`src/sv/frud_pkg.sv`:
```
package frud_pkg;

    localparam int unsigned DEF_PANEL_WIDTH  = 792;
    localparam int unsigned DEF_PANEL_HEIGHT = 272;

    localparam logic [31:0] SYNC_WORD = 32'h4D574631;
    localparam logic [31:0] CRC_POLY  = 32'hEDB88320;
    localparam logic [15:0] HDR_TIMEOUT_RST = 16'd2000;
    localparam logic [15:0] PAY_TIMEOUT_RST = 16'd8000;

    localparam int unsigned BIT_FULL = 0;
    localparam int unsigned BIT_RECT = 1;

    typedef enum logic [1:0] {
        OP_BYTE = 2'd0,
        OP_TICK = 2'd1,
        OP_READ = 2'd2,
        OP_NONE = 2'd3
    } op_t;

    typedef enum logic [1:0] {
        MODE_CLEAR_FULL   = 2'd0,
        MODE_PARTIAL_FULL = 2'd1,
        MODE_WINDOW       = 2'd2
    } mode_t;

    localparam logic REG_HDR_TIMEOUT = 1'b0;
    localparam logic REG_PAY_TIMEOUT = 1'b1;

    typedef struct packed {
        logic [1:0]  operation;
        logic [7:0]  rx_byte;
        logic [14:0] read_address;
    } in_item_t;

    typedef struct packed {
        logic        result_kind;
        logic [1:0]  update_mode;
        logic [9:0]  rect_x;
        logic [8:0]  rect_y;
        logic [9:0]  rect_w;
        logic [8:0]  rect_h;
        logic [7:0]  read_data;
    } out_item_t;

    // controller -> datapath
    typedef struct packed {
        logic take;       // register incoming item
        logic do_byte;    // run byte step
        logic do_tick;    // run tick step
        logic do_read;    // start a store read
        logic chk;        // frame validity check
        logic copy_start;
        logic copy_step;
        logic load_out;   // latch result
    } cmd_t;

    // datapath -> controller
    typedef struct packed {
        logic byte_op;
        logic tick_op;
        logic read_op;
        logic frame_done;  // CRC matched on last byte
        logic frame_ok;    // check passed
        logic copy_last;
        logic clearing;    // store clear pass after reset
    } sts_t;

    function automatic logic [31:0] crc_byte(input logic [31:0] c, input logic [7:0] b);
        logic [31:0] r;
        r = c ^ {24'd0, b};
        for (int k = 0; k < 8; k++) begin
            r = (r >> 1) ^ (r[0] ? CRC_POLY : 32'd0);
        end
        return r;
    endfunction

endpackage

```
`src/sv/frud_ctrl.sv`:
```
module frud_ctrl import frud_pkg::*; (
    input  logic clk,
    input  logic rst_n,
    input  logic in_valid,
    output logic in_ready,
    output logic out_valid,
    input  logic out_ready,
    input  sts_t sts,
    output cmd_t cmd
);

    typedef enum logic [6:0] {
        S_IDLE = 7'b0000001,
        S_EXEC = 7'b0000010,
        S_RDWT = 7'b0000100,
        S_CHK  = 7'b0001000,
        S_CPY0 = 7'b0010000,
        S_COPY = 7'b0100000,
        S_OUT  = 7'b1000000
    } state_t;

    state_t state_reg, state_next;
    logic   ov_reg, ov_next;

    assign out_valid = ov_reg;
    assign in_ready  = (state_reg == S_IDLE) && !ov_reg && !sts.clearing;

    always_comb
    begin
        state_next = state_reg;
        ov_next    = ov_reg && !out_ready;
        cmd        = '0;
        case (state_reg)
            S_IDLE:
            begin
                if (in_valid && in_ready)
                begin
                    cmd.take   = 1'b1;
                    state_next = S_EXEC;
                end
            end
            S_EXEC:
            begin
                if (sts.read_op)
                begin
                    cmd.do_read = 1'b1;
                    state_next  = S_RDWT;
                end
                else if (sts.byte_op)
                begin
                    cmd.do_byte = 1'b1;
                    state_next  = sts.frame_done ? S_CHK : S_IDLE;
                end
                else
                begin
                    cmd.do_tick = sts.tick_op;
                    state_next  = S_IDLE;
                end
            end
            S_RDWT:
            begin
                state_next = S_OUT;
            end
            S_CHK:
            begin
                cmd.chk    = 1'b1;
                state_next = S_CPY0;
            end
            S_CPY0:
            begin
                if (sts.frame_ok)
                begin
                    cmd.copy_start = 1'b1;
                    state_next     = S_COPY;
                end
                else
                begin
                    state_next = S_IDLE;
                end
            end
            S_COPY:
            begin
                cmd.copy_step = 1'b1;
                if (sts.copy_last)
                begin
                    state_next = S_OUT;
                end
            end
            S_OUT:
            begin
                cmd.load_out = 1'b1;
                ov_next      = 1'b1;
                state_next   = S_IDLE;
            end
            default:
            begin
                state_next = S_IDLE;
            end
        endcase
    end

    always_ff @(posedge clk or negedge rst_n)
    begin
        if (!rst_n)
        begin
            state_reg <= S_IDLE;
            ov_reg    <= 1'b0;
        end
        else
        begin
            state_reg <= state_next;
            ov_reg    <= ov_next;
        end
    end

endmodule

```
`config.mk`:
```
export PLATFORM = sky130hd
export DESIGN_NAME = frud_ctrl
export DESIGN_NICKNAME = d
export VERILOG_FILES = /design/src/sv/frud_pkg.sv /design/src/sv/frud_ctrl.sv
export SDC_FILE = /design/constraint.sdc
export NUM_CORES = 1
export LEC_CHECK = 0
export ABC_AREA = 1
export BUFFER_PORTS_ARGS = -buffer_cell sky130_fd_sc_hd__buf_2
export CAP_MARGIN = 5
export CORE_AREA = 2 2 39 41
export CTS_CLUSTER_DIAMETER = 120
export DETAILED_ROUTE_END_ITERATION = 8
export DIE_AREA = 0 0 41 43
export HOLD_SLACK_MARGIN = 0.05
export PLACE_DENSITY = 0.67
export SLEW_MARGIN = 20
export SYNTH_ARGS = -nofsm -noshare
export SYNTH_HDL_FRONTEND = slang
export SYNTH_SLANG_ARGS = --single-unit
```
`constraint.sdc`:
```
create_clock -name clk -period 1.35 [get_ports clk]
set_clock_uncertainty 0.05 [all_clocks]
set_input_delay 0.27 -clock clk [delete_from_list [all_inputs] [get_ports clk]]
set_output_delay 0.27 -clock clk [all_outputs]
set_load 0.1 [all_outputs]
```
## Word level (Yosys, flattened, before mapping)

Cells that the tools add are included.

| storage, ports and cells | value |
|---|---|
| input bits | 11 |
| word-level logic and storage cells | 39 |
| register bits | 8 |

| operators by class | value |
|---|---|
| multiplexer cells | 20 |
| reductions and logical operators | 8 |
| equality and inequality tests | 9 |

Operator list:

| kind | count |
|---|---|
| 7-bit case mux with 6 select lines | 1 |
| 7-bit two-way mux | 3 |
| 1-bit two-way mux | 11 |
| 4-bit two-way mux | 2 |
| 7-bit by 1-bit == test with 1-bit output (second input constant) | 1 |
| 7-bit by 2-bit == test with 1-bit output (second input constant) | 1 |
| 7-bit by 3-bit == test with 1-bit output (second input constant) | 1 |
| 7-bit by 4-bit == test with 1-bit output (second input constant) | 1 |
| 7-bit by 5-bit == test with 1-bit output (second input constant) | 1 |
| 7-bit by 6-bit == test with 1-bit output (second input constant) | 1 |
| 7-bit == test (second input constant) | 1 |
| 6-bit two-way mux | 1 |
| 1-bit logical AND | 4 |
| 1-bit zero test | 3 |
| 3-bit two-way mux | 1 |
| 2-bit two-way mux | 1 |
| 2-bit by 1-bit != test with 1-bit output (second input constant) | 1 |
| 2-bit != test (second input constant) | 1 |
| 2-bit AND reduction | 1 |

## Logic depth before layout (Yosys ltp)

Gate-level depths: netlist of the first run.

| logic depth | value |
|---|---|
| depth after elaboration | 6 |
| depth in mapped cells | 8 |

## Worst setup path before layout of the first run

OpenSTA, ideal clock, no wires.

| path | value |
|---|---|
| path type | register -> output |
| start point | reg ov_reg (netlist: out_valid) |
| end point | out cmd[7] (netlist bit) |
| buffers on the path | 0 |
| stages on the path, launching flop included | 3 |
| required time | 1.030 ns |
| path slack | -2.188 ns |
| data arrival time | 3.218 ns |
| cell sequence | dfrtp_1 -> or2_4 -> nor3_1 |

RTL lines:

| element | RTL line | text |
|---|---|---|
| start: declaration | frud_ctrl.sv:23 | `logic ov_reg, ov_next;` |
| start signal: assignment | frud_ctrl.sv:112 | `ov_reg <= ov_next;` |
| end: declaration | frud_ctrl.sv:9 | `output cmd_t cmd` |

==> qor.csv, run 1 <==
stage;metric;value;unit
timing;slew_headroom;77.1;%
synthesis;yosysUniqueCellTypes;19;
critical_path;crit_type;flip-flop to output port;
critical_path;cpMaxStageDelayCell;dfrtp_1;
power_and_ir_drop;p_comb_share;60.2;%
placed_design;dpl-instance-area;1020;µm²
synthesis;syn_area;544;µm²
floorplanning;rows;14;
status;status;complete, but fails checks;
power_and_ir_drop;clockPowerShare;16.7;%
critical_path;crit_end;cmd[1];
job;maxCapViolations;0;
finish;drive_above_1_share;71.7;%
power_and_ir_drop;internal_power;0.000727;W
floorplanning;die_h;43;µm
floorplanning;fp.dieW;41;µm
power_and_ir_drop;pwr-share-seq;23.1;%
synthesis;synth-seq-area-share;37.0;%
routing;post_drt_wl_per_cell;16.1;µm
routing;dr_total_vias;678;
power_and_ir_drop;pwr_density_cell;1110;nW/µm²
grt;antenna_found_initial;0;
clock_tree;cts_buffers;3;
critical_path;crit_cells;6;
routing;drcViolationCount;0;
floorplanning;initial_core_util;39.3;%
critical_path;cp.arrival;1.52;ns
timing;grt_setup_unrepaired;yes;
clock_tree;insertion_delay;0.27;ns
routing;via_per_inst;4.99;
power_and_ir_drop;p_leak;0.575;nW
critical_path;critPathTopFamily;buffers and inverters;
synthesis;syn-num-nets;85;
critical_path;crit_buf_inv;3;
finish;area_growth;120;%
synthesis;yosysWarnings;0;
clock_tree;h-tree-depth;1;
timing;fmax;544;MHz
timing;worst_slack;-0.488;ns
critical_path;reg2reg_from;state_reg[0]$_DFFE_PN1P_;
grt;grt_pass1_vias;725;
routing;first_pass_iters;4;
finish;largest_register_ffs;7;
floorplanning;fp.dieArea;1760;µm²
grt;grt_start_max_net_pins;9;
critical_path;cp_cell_sequence;nor2_4 -> buf_6 -> nand2_4 -> buf_12 -> nor2_4 -> buf_12;
critical_path;crit_fanout;3;
floorplanning;ios;21;
clock_tree;clkTransAtPathRegs;0.07;ns
critical_path;rr_endpoint;state_reg[0]$_DFFE_PN1P_;
finish;design_area;1190;µm²
critical_path;rr_worst_depth;9;
timing;finalHoldViolations;0;
timing;tns;-4.42;ns
critical_path;cp.required;1.03;ns
placed_design;dp_hpwl;1230;µm
synthesis;syn_avg_cell_area;7.36;µm²
power_and_ir_drop;netSwitchingPower;0.000595;W
timing;min_period;1.84;ns
grt;grt_usage;28.9;%
timing;slew_violations;0;
routing;drt_first_iter_violations;12;
grt;grt_first_pass_wirelength;3320;µm
clock_tree;cts_buffer_depth;2;
clock_tree;cts_tree;yes;
clock_tree;cts_root_buffer;clkbuf_4;
critical_path;cpPeakStageDelay;0.42;ns
critical_path;cp-startpoint;state_reg[3]$_DFFE_PN0P_;
power_and_ir_drop;irDropWorstVdd;1400;µV
placed_design;place.gp.congestion;0.733;
placed_design;portBuffers;20;
status;violations;setup timing;
synthesis;synth_seq_cells;8;
grt;overflow;0;
critical_path;startpoint_type;flip-flop;
timing;worst_slew_pin_slew;0.339;ns
finish;fin_nets;132;
synthesis;netlist_instances;74;
timing;fin_crit_sh;136;%
floorplanning;core_region_area;1380;µm²
timing;setup_viol_count_final;13;
min_path;min_path_type;input port to flip-flop;
critical_path;ff2ff_setup_slack;-0.19;ns
power_and_ir_drop;p_sw_share;45.0;%
finish;antennaDiodeCount;0;
routing;ant_nets;0;
critical_path;end_kind;output port;
clock_tree;clock_sinks;8;
routing;drt_wl_total;2180;µm
## power by group through the flow
| stage | sequential, W | clock, W | combinational, W |
|---|---|---|---|
| after floorplan | 0.000304 | 0 | 0.000391 |
| after global placement | 0.000293 | 0 | 0.000641 |
| after detailed placement | 0.000298 | 0 | 0.000659 |
| after CTS | 0.000302 | 0.000205 | 0.000736 |
| after global routing | 0.000307 | 0.000230 | 0.000833 |
| final | 0.000305 | 0.000221 | 0.000795 |
## stage by stage
| step | cells | hold WS, ns | total power (W) | utilization [%] | setup WS (ns) |
|---|---|---|---|---|---|
| 6_report | 136 | 0.184 | 0.00132 | 86.3 | -0.488 |
| 4_1_cts | 136 | 0.190 | 0.00124 | 83.8 | -0.442 |
| 5_1_grt | 136 | 0.185 | 0.00137 | 86.3 | -0.516 |
| 3_5_place_dp | 125 | 0.0782 | 0.000957 | 73.9 | -0.226 |
| 3_3_place_gp | 125 | 0.0700 | 0.000935 | 73.9 | -0.178 |
| 2_1_floorplan | 74 | -0.0756 | 0.000696 | - | -0.631 |
## synth_stat cells, drive strengths merged
| master | n | area [µm²] |
|---|---|---|
| dfstp | 1 | 26.3 |
| or2 | 1 | 8.76 |
| nand2 | 15 | 71.3 |
| a21oi | 1 | 5.00 |
| buf | 1 | 7.51 |
| nor3 | 4 | 20.0 |
| dfrtp | 7 | 175 |
| o22ai | 1 | 6.26 |
| o21ai | 2 | 10.0 |
| inv | 13 | 48.8 |
| nor2 | 24 | 138 |
| nor3b | 1 | 12.5 |
| nand3 | 3 | 15.0 |
## cells in the final DEF (no fill, tap or decap)
master	instances
nor2_1	5
nand2_1	5
nand2_2	5
o22ai_1	1
o21ai_1	1
dfstp_2	1
inv_1	10
buf_6	6
dfrtp_1	6
buf_2	10
buf_12	11
nand3_2	3
dlygate4sd3_1	1
nor3_4	2
clkbuf_1	1
inv_2	3
nor2_2	4
nor2_4	15
nand2_4	5
clkbuf_4	3
a21oi_1	1
dfrtp_4	1
o21ai_0	1
buf_4	15
nor3b_2	1
or2_4	1
nor3_1	2
## routing by layer
layer / up-vias / part of all wire (%) / global-route usage (%)
met5: - / 0 / 0
met4: 0 / 2.1 / 15.3
met3: 7 / 4.0 / 4.19
met2: 29 / 58 / 50.0
met1: 327 / 36 / 31.3
li1: 315 / - / -
## cell families after synthesis
kind of cell / after synthesis / share of synthesized area [%]
flops: 8 / 37.0
simple gates: 48 / 48.7
buf+inv: 14 / 10.3
compound gates: 4 / 3.91
## how the worst min path moves through the flow
stage                   start                        to  cells past startpoint
global route        out_ready       out_valid$_DFF_PN0_                      2
finish              out_ready       out_valid$_DFF_PN0_                      2
global placement        rst_n  state_reg[6]$_DFFE_PN0P_                      1
detailed placement      rst_n  state_reg[6]$_DFFE_PN0P_                      1
CTS                 out_ready       out_valid$_DFF_PN0_                      2
floorplan               rst_n  state_reg[1]$_DFFE_PN0P_                      0
## area by class of cell
type	instances	area [µm²]
Timing Repair Buffer	43	460
Multi-Input combinational cell	52	434
Sequential cell	8	205
Fill cell	64	189
Inverter	13	48.8
Clock buffer	4	26.3
Tap cell	16	20.0
## repair_timing
item	4_1_cts	5_1_grt
endpoints found under the setup margin	13	13
buffers inserted	6	5
pin swaps	11	12
gates cloned	0	0
endpoints found under the hold margin	8	0
gates resized for setup	15	14
hold buffers	1	0
Power figures use the tool's default switching activity.
==> inputs of run 2 (changes only) <==
--- a/config.mk
+++ b/config.mk
@@ -10,10 +10,12 @@
 export CAP_MARGIN = 5
 export CORE_AREA = 2 2 39 41
 export CTS_CLUSTER_DIAMETER = 120
+export CTS_CLUSTER_SIZE = 25
 export DETAILED_ROUTE_END_ITERATION = 8
 export DIE_AREA = 0 0 41 43
 export HOLD_SLACK_MARGIN = 0.05
 export PLACE_DENSITY = 0.67
+export RECOVER_POWER = 25
 export SLEW_MARGIN = 20
 export SYNTH_ARGS = -nofsm -noshare
 export SYNTH_HDL_FRONTEND = slang
==> constraint.sdc (replaced) <==
create_clock -name clk -period 1.35 [get_ports clk]
set_clock_uncertainty 0.05 [all_clocks]
set_input_delay 0 -clock clk [delete_from_list [all_inputs] [get_ports clk]]
set_output_delay 0 -clock clk [all_outputs]
set_load 0.1 [all_outputs]
==> qor.csv, run 2 (same netlist as run 1, synthesis figures left out) <==
stage;metric;value;unit;change
grt;grt_usage;22.0;%;-7.0 points
critical_path;cp.arrival;1.51;ns;about the same
floorplanning;core_region_area;1380;µm²;unchanged
routing;ant_nets;0;;unchanged
critical_path;crit_fanout;3;;unchanged
clock_tree;cts_buffers;3;;unchanged
power_and_ir_drop;pwr-share-seq;25.0;%;+1.9 points
clock_tree;clkTransAtPathRegs;0.05;ns;-0.02 ns
power_and_ir_drop;netSwitchingPower;0.000538;W;-9.6%
critical_path;cp-startpoint;state_reg[0]$_DFFE_PN1P_;;
routing;drt_first_iter_violations;5;;-7
clock_tree;h-tree-depth;1;;unchanged
floorplanning;ios;21;;unchanged
critical_path;cp_cell_sequence;nand3_2 -> nor2_4 -> inv_4 -> nor3_4 -> buf_12;;
critical_path;end_kind;output port;;
power_and_ir_drop;p_sw_share;43.6;%;-1.5 points
finish;area_growth;117;%;
placed_design;place.gp.congestion;0.807;;+10%
finish;antennaDiodeCount;0;;unchanged
routing;dr_total_vias;651;;-4.0%
timing;grt_setup_unrepaired;yes;;
timing;min_period;1.56;ns;-0.275 ns
clock_tree;cts_buffer_depth;2;;unchanged
finish;final_common_cell;nor2_4;;
timing;fmax;640;MHz;+18%
routing;drt_wl_total;1690;µm;-23%
finish;mostFrequentLayoutCells;nor2_4, buf_4, inv_1, buf_2;;
critical_path;reg2reg_from;state_reg[2]$_DFFE_PN0P_;;
routing;post_drt_wl_per_cell;12.2;µm;-24%
job;maxCapViolations;0;;unchanged
finish;largest_register_ffs;7;;unchanged
power_and_ir_drop;p_leak;0.555;nW;-3.4%
timing;slew_headroom;67.9;%;-9.3 points
critical_path;ff2ff_setup_slack;-0.11;ns;+0.08 ns
critical_path;rr_worst_depth;9;;unchanged
routing;via_per_inst;4.72;;-5.4%
timing;slew_violations;0;;unchanged
routing;first_pass_iters;4;;unchanged
min_path;min_path_type;input port to flip-flop;;
min_path;hold_end;state_reg[1]$_DFFE_PN0P_;;
min_path;holdPathStages;3;;+1
power_and_ir_drop;pwr_density_cell;1050;nW/µm²;-5.3%
timing;setup_viol_count_final;12;;-1
power_and_ir_drop;irDropWorstVdd;798;µV;-43%
floorplanning;initial_core_util;39.3;%;unchanged
grt;grt_pass1_vias;656;;-9.5%
clock_tree;cts_tree;yes;;
critical_path;startpoint_type;flip-flop;;
timing;finalHoldViolations;0;;unchanged
critical_path;cp.required;1.30;ns;+0.27 ns
timing;hold_ws;0.0145;ns;-0.169 ns
placed_design;portBuffers;20;;unchanged
power_and_ir_drop;clockPowerShare;15.8;%;-0.9 points
timing;fin_crit_sh;116;%;-20 points
grt;overflow;0;;unchanged
clock_tree;cts-hold-fix-buffers;8;;+7
critical_path;cpMaxStageDelayCell;dfstp_2;;
placed_design;dp_hpwl;951;µm;-23%
clock_tree;clock_sinks;8;;unchanged
grt;grt_first_pass_wirelength;2630;µm;-21%
timing;worst_slack;-0.213;ns;+0.275 ns
floorplanning;die_h;43;µm;unchanged
status;status;complete, but fails checks;;
critical_path;cpPeakStageDelay;0.58;ns;+0.16 ns
status;violations;setup timing;;
clock_tree;cts_root_buffer;clkbuf_4;;
clock_tree;insertion_delay;0.25;ns;-0.02 ns
critical_path;crit_type;flip-flop to output port;;
min_path;hold_path_startpoint;sts[0];;
power_and_ir_drop;p_comb_share;59.3;%;-0.9 points
floorplanning;fp.dieW;41;µm;unchanged
floorplanning;fp.dieArea;1760;µm²;unchanged
power_and_ir_drop;internal_power;0.000697;W;-4.2%
floorplanning;rows;14;;unchanged
timing;worst_slew_pin_slew;0.485;ns;+0.146 ns
timing;tns;-1.45;ns;+2.97 ns
routing;drcViolationCount;0;;unchanged
grt;antenna_found_initial;0;;unchanged
grt;grt_start_max_net_pins;9;;unchanged
critical_path;rr_endpoint;state_reg[0]$_DFFE_PN1P_;;
finish;drive_above_1_share;61.5;%;-10 points
finish;fin_nets;134;;+1.5%
==> run 2: layout make-up <==
type                    count  area [µm²]
clock buffers               4        26.3
flip-flops and latches      8         205
inverters                  13        51.3
fillers                    58         205
multi-input cells          52         415
well taps                  16        20.0
repair buffers             45         460
==> run 2: per-layer routing <==
| layer | wire length, µm | GRT usage (%) | up-vias |
|---|---|---|---|
| met4 | 42 | 12.0 | 0 |
| li1 | - | - | 322 |
| met3 | 41 | 1.05 | 4 |
| met2 | 968 | 38.4 | 22 |
| met5 | 0 | 0 | - |
| met1 | 637 | 24.4 | 303 |
==> run 2: what timing repair did <==
item / in CTS / in global routing
resized for setup: 11 / 10
gates cloned: 0 / 0
endpoints found under the setup margin: 8 / 12
endpoints found under the hold margin: 15 / 1
pin swaps: 7 / 11
buffers inserted: 9 / 6
==> run 2: worst max-delay path by stage <==
stage	end	slack, ns	cells after the start
final	cmd[7]	-0.21	5
after floorplan	cmd[7]	-0.36	2
after global routing	cmd[7]	-0.29	6
after detailed placement	cmd[7]	0.01	6
after global placement	cmd[7]	0.05	5
after CTS	cmd[7]	-0.19	6
==> run 2: per-stage QoR <==
step | cells | area (µm²) | total power (W) | setup WS [ns] | utilization (%)
after global routing | 138 | 1180 | 0.00129 | -0.286 | 85.2
final | 138 | 1180 | 0.00123 | -0.213 | 85.2
after floorplan | 74 | 619 | 0.000696 | -0.361 | -
after detailed placement | 111 | 882 | 0.000834 | 0.0104 | 63.7
after global placement | 111 | 882 | 0.000826 | 0.0516 | 63.7
after CTS | 132 | 1090 | 0.00114 | -0.192 | 79.1
==> run 2: power by group through the flow <==
stage | Sequential, W | Clock [W] | Combinational [W]
floorplan | 0.000304 | 0 | 0.000392
global placement | 0.000303 | 0 | 0.000524
detailed placement | 0.000304 | 0 | 0.000530
CTS | 0.000304 | 0.000203 | 0.000629
global route | 0.000310 | 0.000214 | 0.000770
finish | 0.000308 | 0.000195 | 0.000732
==> run 2: worst max-delay path, delay by kind of cell (launching register included) <==
kind                   cells  cell delay (ns)
buffers and inverters      2             0.26
and+or+nand+nor            3             0.42
DFF                        1             0.58
==> inputs of run 3 (changes only) <==
--- a/config.mk
+++ b/config.mk
@@ -8,13 +8,13 @@
 export ABC_AREA = 1
 export BUFFER_PORTS_ARGS = -buffer_cell sky130_fd_sc_hd__buf_2
 export CAP_MARGIN = 5
-export CORE_AREA = 2 2 39 41
+export CORE_AREA = 3 3 40 42
 export CTS_CLUSTER_DIAMETER = 120
 export CTS_CLUSTER_SIZE = 25
 export DETAILED_ROUTE_END_ITERATION = 8
-export DIE_AREA = 0 0 41 43
+export DIE_AREA = 0 0 43 45
 export HOLD_SLACK_MARGIN = 0.05
-export PLACE_DENSITY = 0.67
+export PLACE_DENSITY = 0.81
 export RECOVER_POWER = 25
 export SLEW_MARGIN = 20
 export SYNTH_ARGS = -nofsm -noshare
==> qor.csv, run 3 (same netlist as run 1, synthesis figures left out) <==
stage;metric;value;unit;change
routing;via_per_inst;5.28;;+12%
finish;final_common_cell;nor2_4;;
timing;setup_viol_count_final;12;;unchanged
floorplanning;initial_core_util;42.4;%;+3.0 points
routing;drt_wl_total;2550;µm;+51%
critical_path;crit_buf_inv;2;;unchanged
critical_path;cp_common_cell;nor2_4;;
power_and_ir_drop;p_comb_share;59.7;%;+0.4 points
critical_path;startpoint_type;flip-flop;;
grt;grt_start_max_net_pins;9;;unchanged
power_and_ir_drop;power;0.00133;W;+7.5%
grt;grt_usage;27.6;%;+5.7 points
placed_design;dpl-instance-area;888;µm²;+0.71%
grt;grt_first_pass_wirelength;3780;µm;+44%
status;violations;setup timing;;
critical_path;cp.arrival;1.57;ns;+0.06 ns
timing;fin_crit_sh;120;%;+4.1 points
floorplanning;core_region_area;1280;µm²;-7.1%
finish;design_area;1190;µm²;+0.74%
clock_tree;clkTransAtPathRegs;0.06;ns;about the same
finish;antennaDiodeCount;0;;unchanged
critical_path;cp_cell_sequence;inv_2 -> nor2_2 -> nand2_2 -> nor2_4 -> nand2_4 -> nor2_4 -> buf_12;;
routing;drcViolationCount;0;;unchanged
critical_path;cp.required;1.30;ns;about the same
timing;fmax;618;MHz;-3.4%
routing;drt_first_iter_violations;20;;+15
finish;largest_register_ffs;7;;unchanged
power_and_ir_drop;pwr_density_cell;1120;nW/µm²;+6.7%
power_and_ir_drop;clockPowerShare;16.7;%;+0.9 points
min_path;min_path_type;input port to flip-flop;;
finish;drive_above_1_share;63.3;%;+1.9 points
timing;finalHoldViolations;0;;unchanged
routing;ant_nets;0;;unchanged
finish;mostFrequentLayoutCells;nor2_4, buf_4, buf_2, buf_12, inv_1;;
placed_design;place.gp.congestion;0.801;;-0.67%
timing;min_period;1.62;ns;+0.0558 ns
power_and_ir_drop;irDropWorstVdd;817;µV;+2.5%
routing;post_drt_wl_per_cell;18.9;µm;+55%
power_and_ir_drop;pwr-share-seq;23.6;%;-1.4 points
power_and_ir_drop;p_leak;0.548;nW;-1.2%
clock_tree;cts_root_buffer;clkbuf_4;;
critical_path;critPathTopFamily;simple AND/OR/NAND/NOR gates;;
routing;dr_total_vias;713;;+9.5%
job;maxCapViolations;0;;unchanged
finish;fin_nets;132;;-1.5%
floorplanning;die_h;45;µm;+4.7%
grt;antenna_found_initial;0;;unchanged
finish;area_growth;118;%;
critical_path;crit_fanout;3;;unchanged
clock_tree;cts_tree;yes;;
timing;grt_setup_unrepaired;yes;;
clock_tree;h-tree-depth;1;;unchanged
status;status;complete, but fails checks;;
clock_tree;clock_sinks;8;;unchanged
power_and_ir_drop;netSwitchingPower;0.000608;W;+13%
floorplanning;fp.dieW;43;µm;+4.9%
floorplanning;fp.dieArea;1940;µm²;+9.8%
timing;slew_violations;0;;unchanged
critical_path;ff2ff_setup_slack;-0.15;ns;-0.04 ns
grt;overflow;0;;unchanged
critical_path;crit_type;flip-flop to output port;;
placed_design;portBuffers;20;;unchanged
clock_tree;cts_buffer_depth;2;;unchanged
critical_path;end_kind;output port;;
clock_tree;cts_buffers;3;;unchanged
timing;slew_headroom;67.7;%;-0.19 points
power_and_ir_drop;internal_power;0.000719;W;+3.2%
grt;grt_pass1_vias;827;;+26%
critical_path;cpMaxStageDelayCell;dfrtp_1;;
routing;first_pass_iters;4;;unchanged
floorplanning;ios;21;;unchanged
timing;worst_slew_pin_slew;0.488;ns;+0.00282 ns
clock_tree;insertion_delay;0.27;ns;+0.02 ns
timing;worst_slack;-0.269;ns;-0.0558 ns
floorplanning;rows;13;;-1
placed_design;dp_hpwl;1220;µm;+29%
power_and_ir_drop;p_sw_share;45.8;%;+2.3 points
critical_path;cpPeakStageDelay;0.43;ns;-0.15 ns
[run 3: cell types whose count changed in the layout (fill, tap and decap cells not counted)]
| cell | previous run | this run |
|---|---|---|
| nor2_1 | 9 | 8 |
| buf_4 | 12 | 11 |
| o21ai_1 | 0 | 1 |
| buf_6 | 5 | 4 |
| nor3_4 | 1 | 2 |
| nand2_2 | 4 | 3 |
| nor3_1 | 2 | 1 |
| dlygate4sd3_1 | 8 | 7 |
| buf_12 | 9 | 10 |
| nor2_4 | 14 | 15 |
| o21ai_0 | 1 | 0 |
| nand2_1 | 7 | 8 |
| inv_1 | 10 | 9 |
| inv_4 | 1 | 2 |
[run 3: final timing paths]
kind | startpoint | to | cells past startpoint
max | state_reg[1]$_DFFE_PN0P_ | cmd[6] | 7
min | sts[0] | state_reg[1]$_DFFE_PN0P_ | 3
max reg2reg | state_reg[2]$_DFFE_PN0P_ | state_reg[0]$_DFFE_PN1P_ | 9
min reg2reg | out_valid$_DFF_PN0_ | out_valid$_DFF_PN0_ | 2
max in group asynchronous | rst_n | out_valid$_DFF_PN0_ | 2
min in group asynchronous | rst_n | state_reg[5]$_DFFE_PN0P_ | 2
[run 3: worst register-to-register path, stage by stage, from the launching register on]
cell,delay (ns)
dfrtp_1,0.42
nor2_4,0.18
buf_6,0.14
nand2_8,0.05
buf_12,0.13
nor2_4,0.13
buf_6,0.14
nor2_4,0.04
nand3_2,0.07
nand3_2,0.07
[run 3: final cells by class]
class,count,area [µm²]
timing repair buffer,43,452
multi-input combinational,52,432
sequential,8,205
fill,44,97.6
inverter,13,53.8
clock buffer,4,26.3
tap,15,18.8
[run 3: per-layer routing]
| layer | global-route usage [%] | wire length [µm] | up-vias |
|---|---|---|---|
| met5 | 0 | 0 | - |
| met2 | 52.1 | 1370 | 53 |
| met1 | 24.4 | 832 | 326 |
| met4 | 20.5 | 155 | 0 |
| li1 | - | - | 318 |
| met3 | 8.76 | 191 | 16 |
[run 3: what timing repair did]
item	in CTS	in global routing
buffers inserted	9	4
hold buffers	7	0
pin swaps	13	10
resized for setup	8	18
endpoints found under the hold margin	14	0
cloned	0	0
setup endpoints to repair	9	14
[run 3: stage by stage]
step | instances | hold slack (ns) | setup slack [ns] | utilization (%) | TNS, ns
4_1_cts | 131 | 0.0184 | -0.218 | 85.1 | -1.61
5_1_grt | 135 | 0.0219 | -0.329 | 92.4 | -3.05
3_5_place_dp | 111 | -0.198 | 0.0156 | 69.1 | 0
6_report | 135 | 0.0169 | -0.269 | 92.4 | -2.37
3_3_place_gp | 111 | -0.203 | 0.0561 | 69.1 | 0
2_1_floorplan | 74 | -0.346 | -0.361 | - | -1.15
[run 3: power groups by stage]
| stage | sequential (W) | combinational [W] | clock [W] |
|---|---|---|---|
| CTS | 0.000303 | 0.000665 | 0.000209 |
| global route | 0.000315 | 0.000829 | 0.000236 |
| detailed placement | 0.000305 | 0.000543 | 0 |
| floorplan | 0.000304 | 0.000392 | 0 |
| global placement | 0.000302 | 0.000520 | 0 |
| finish | 0.000313 | 0.000792 | 0.000221 |
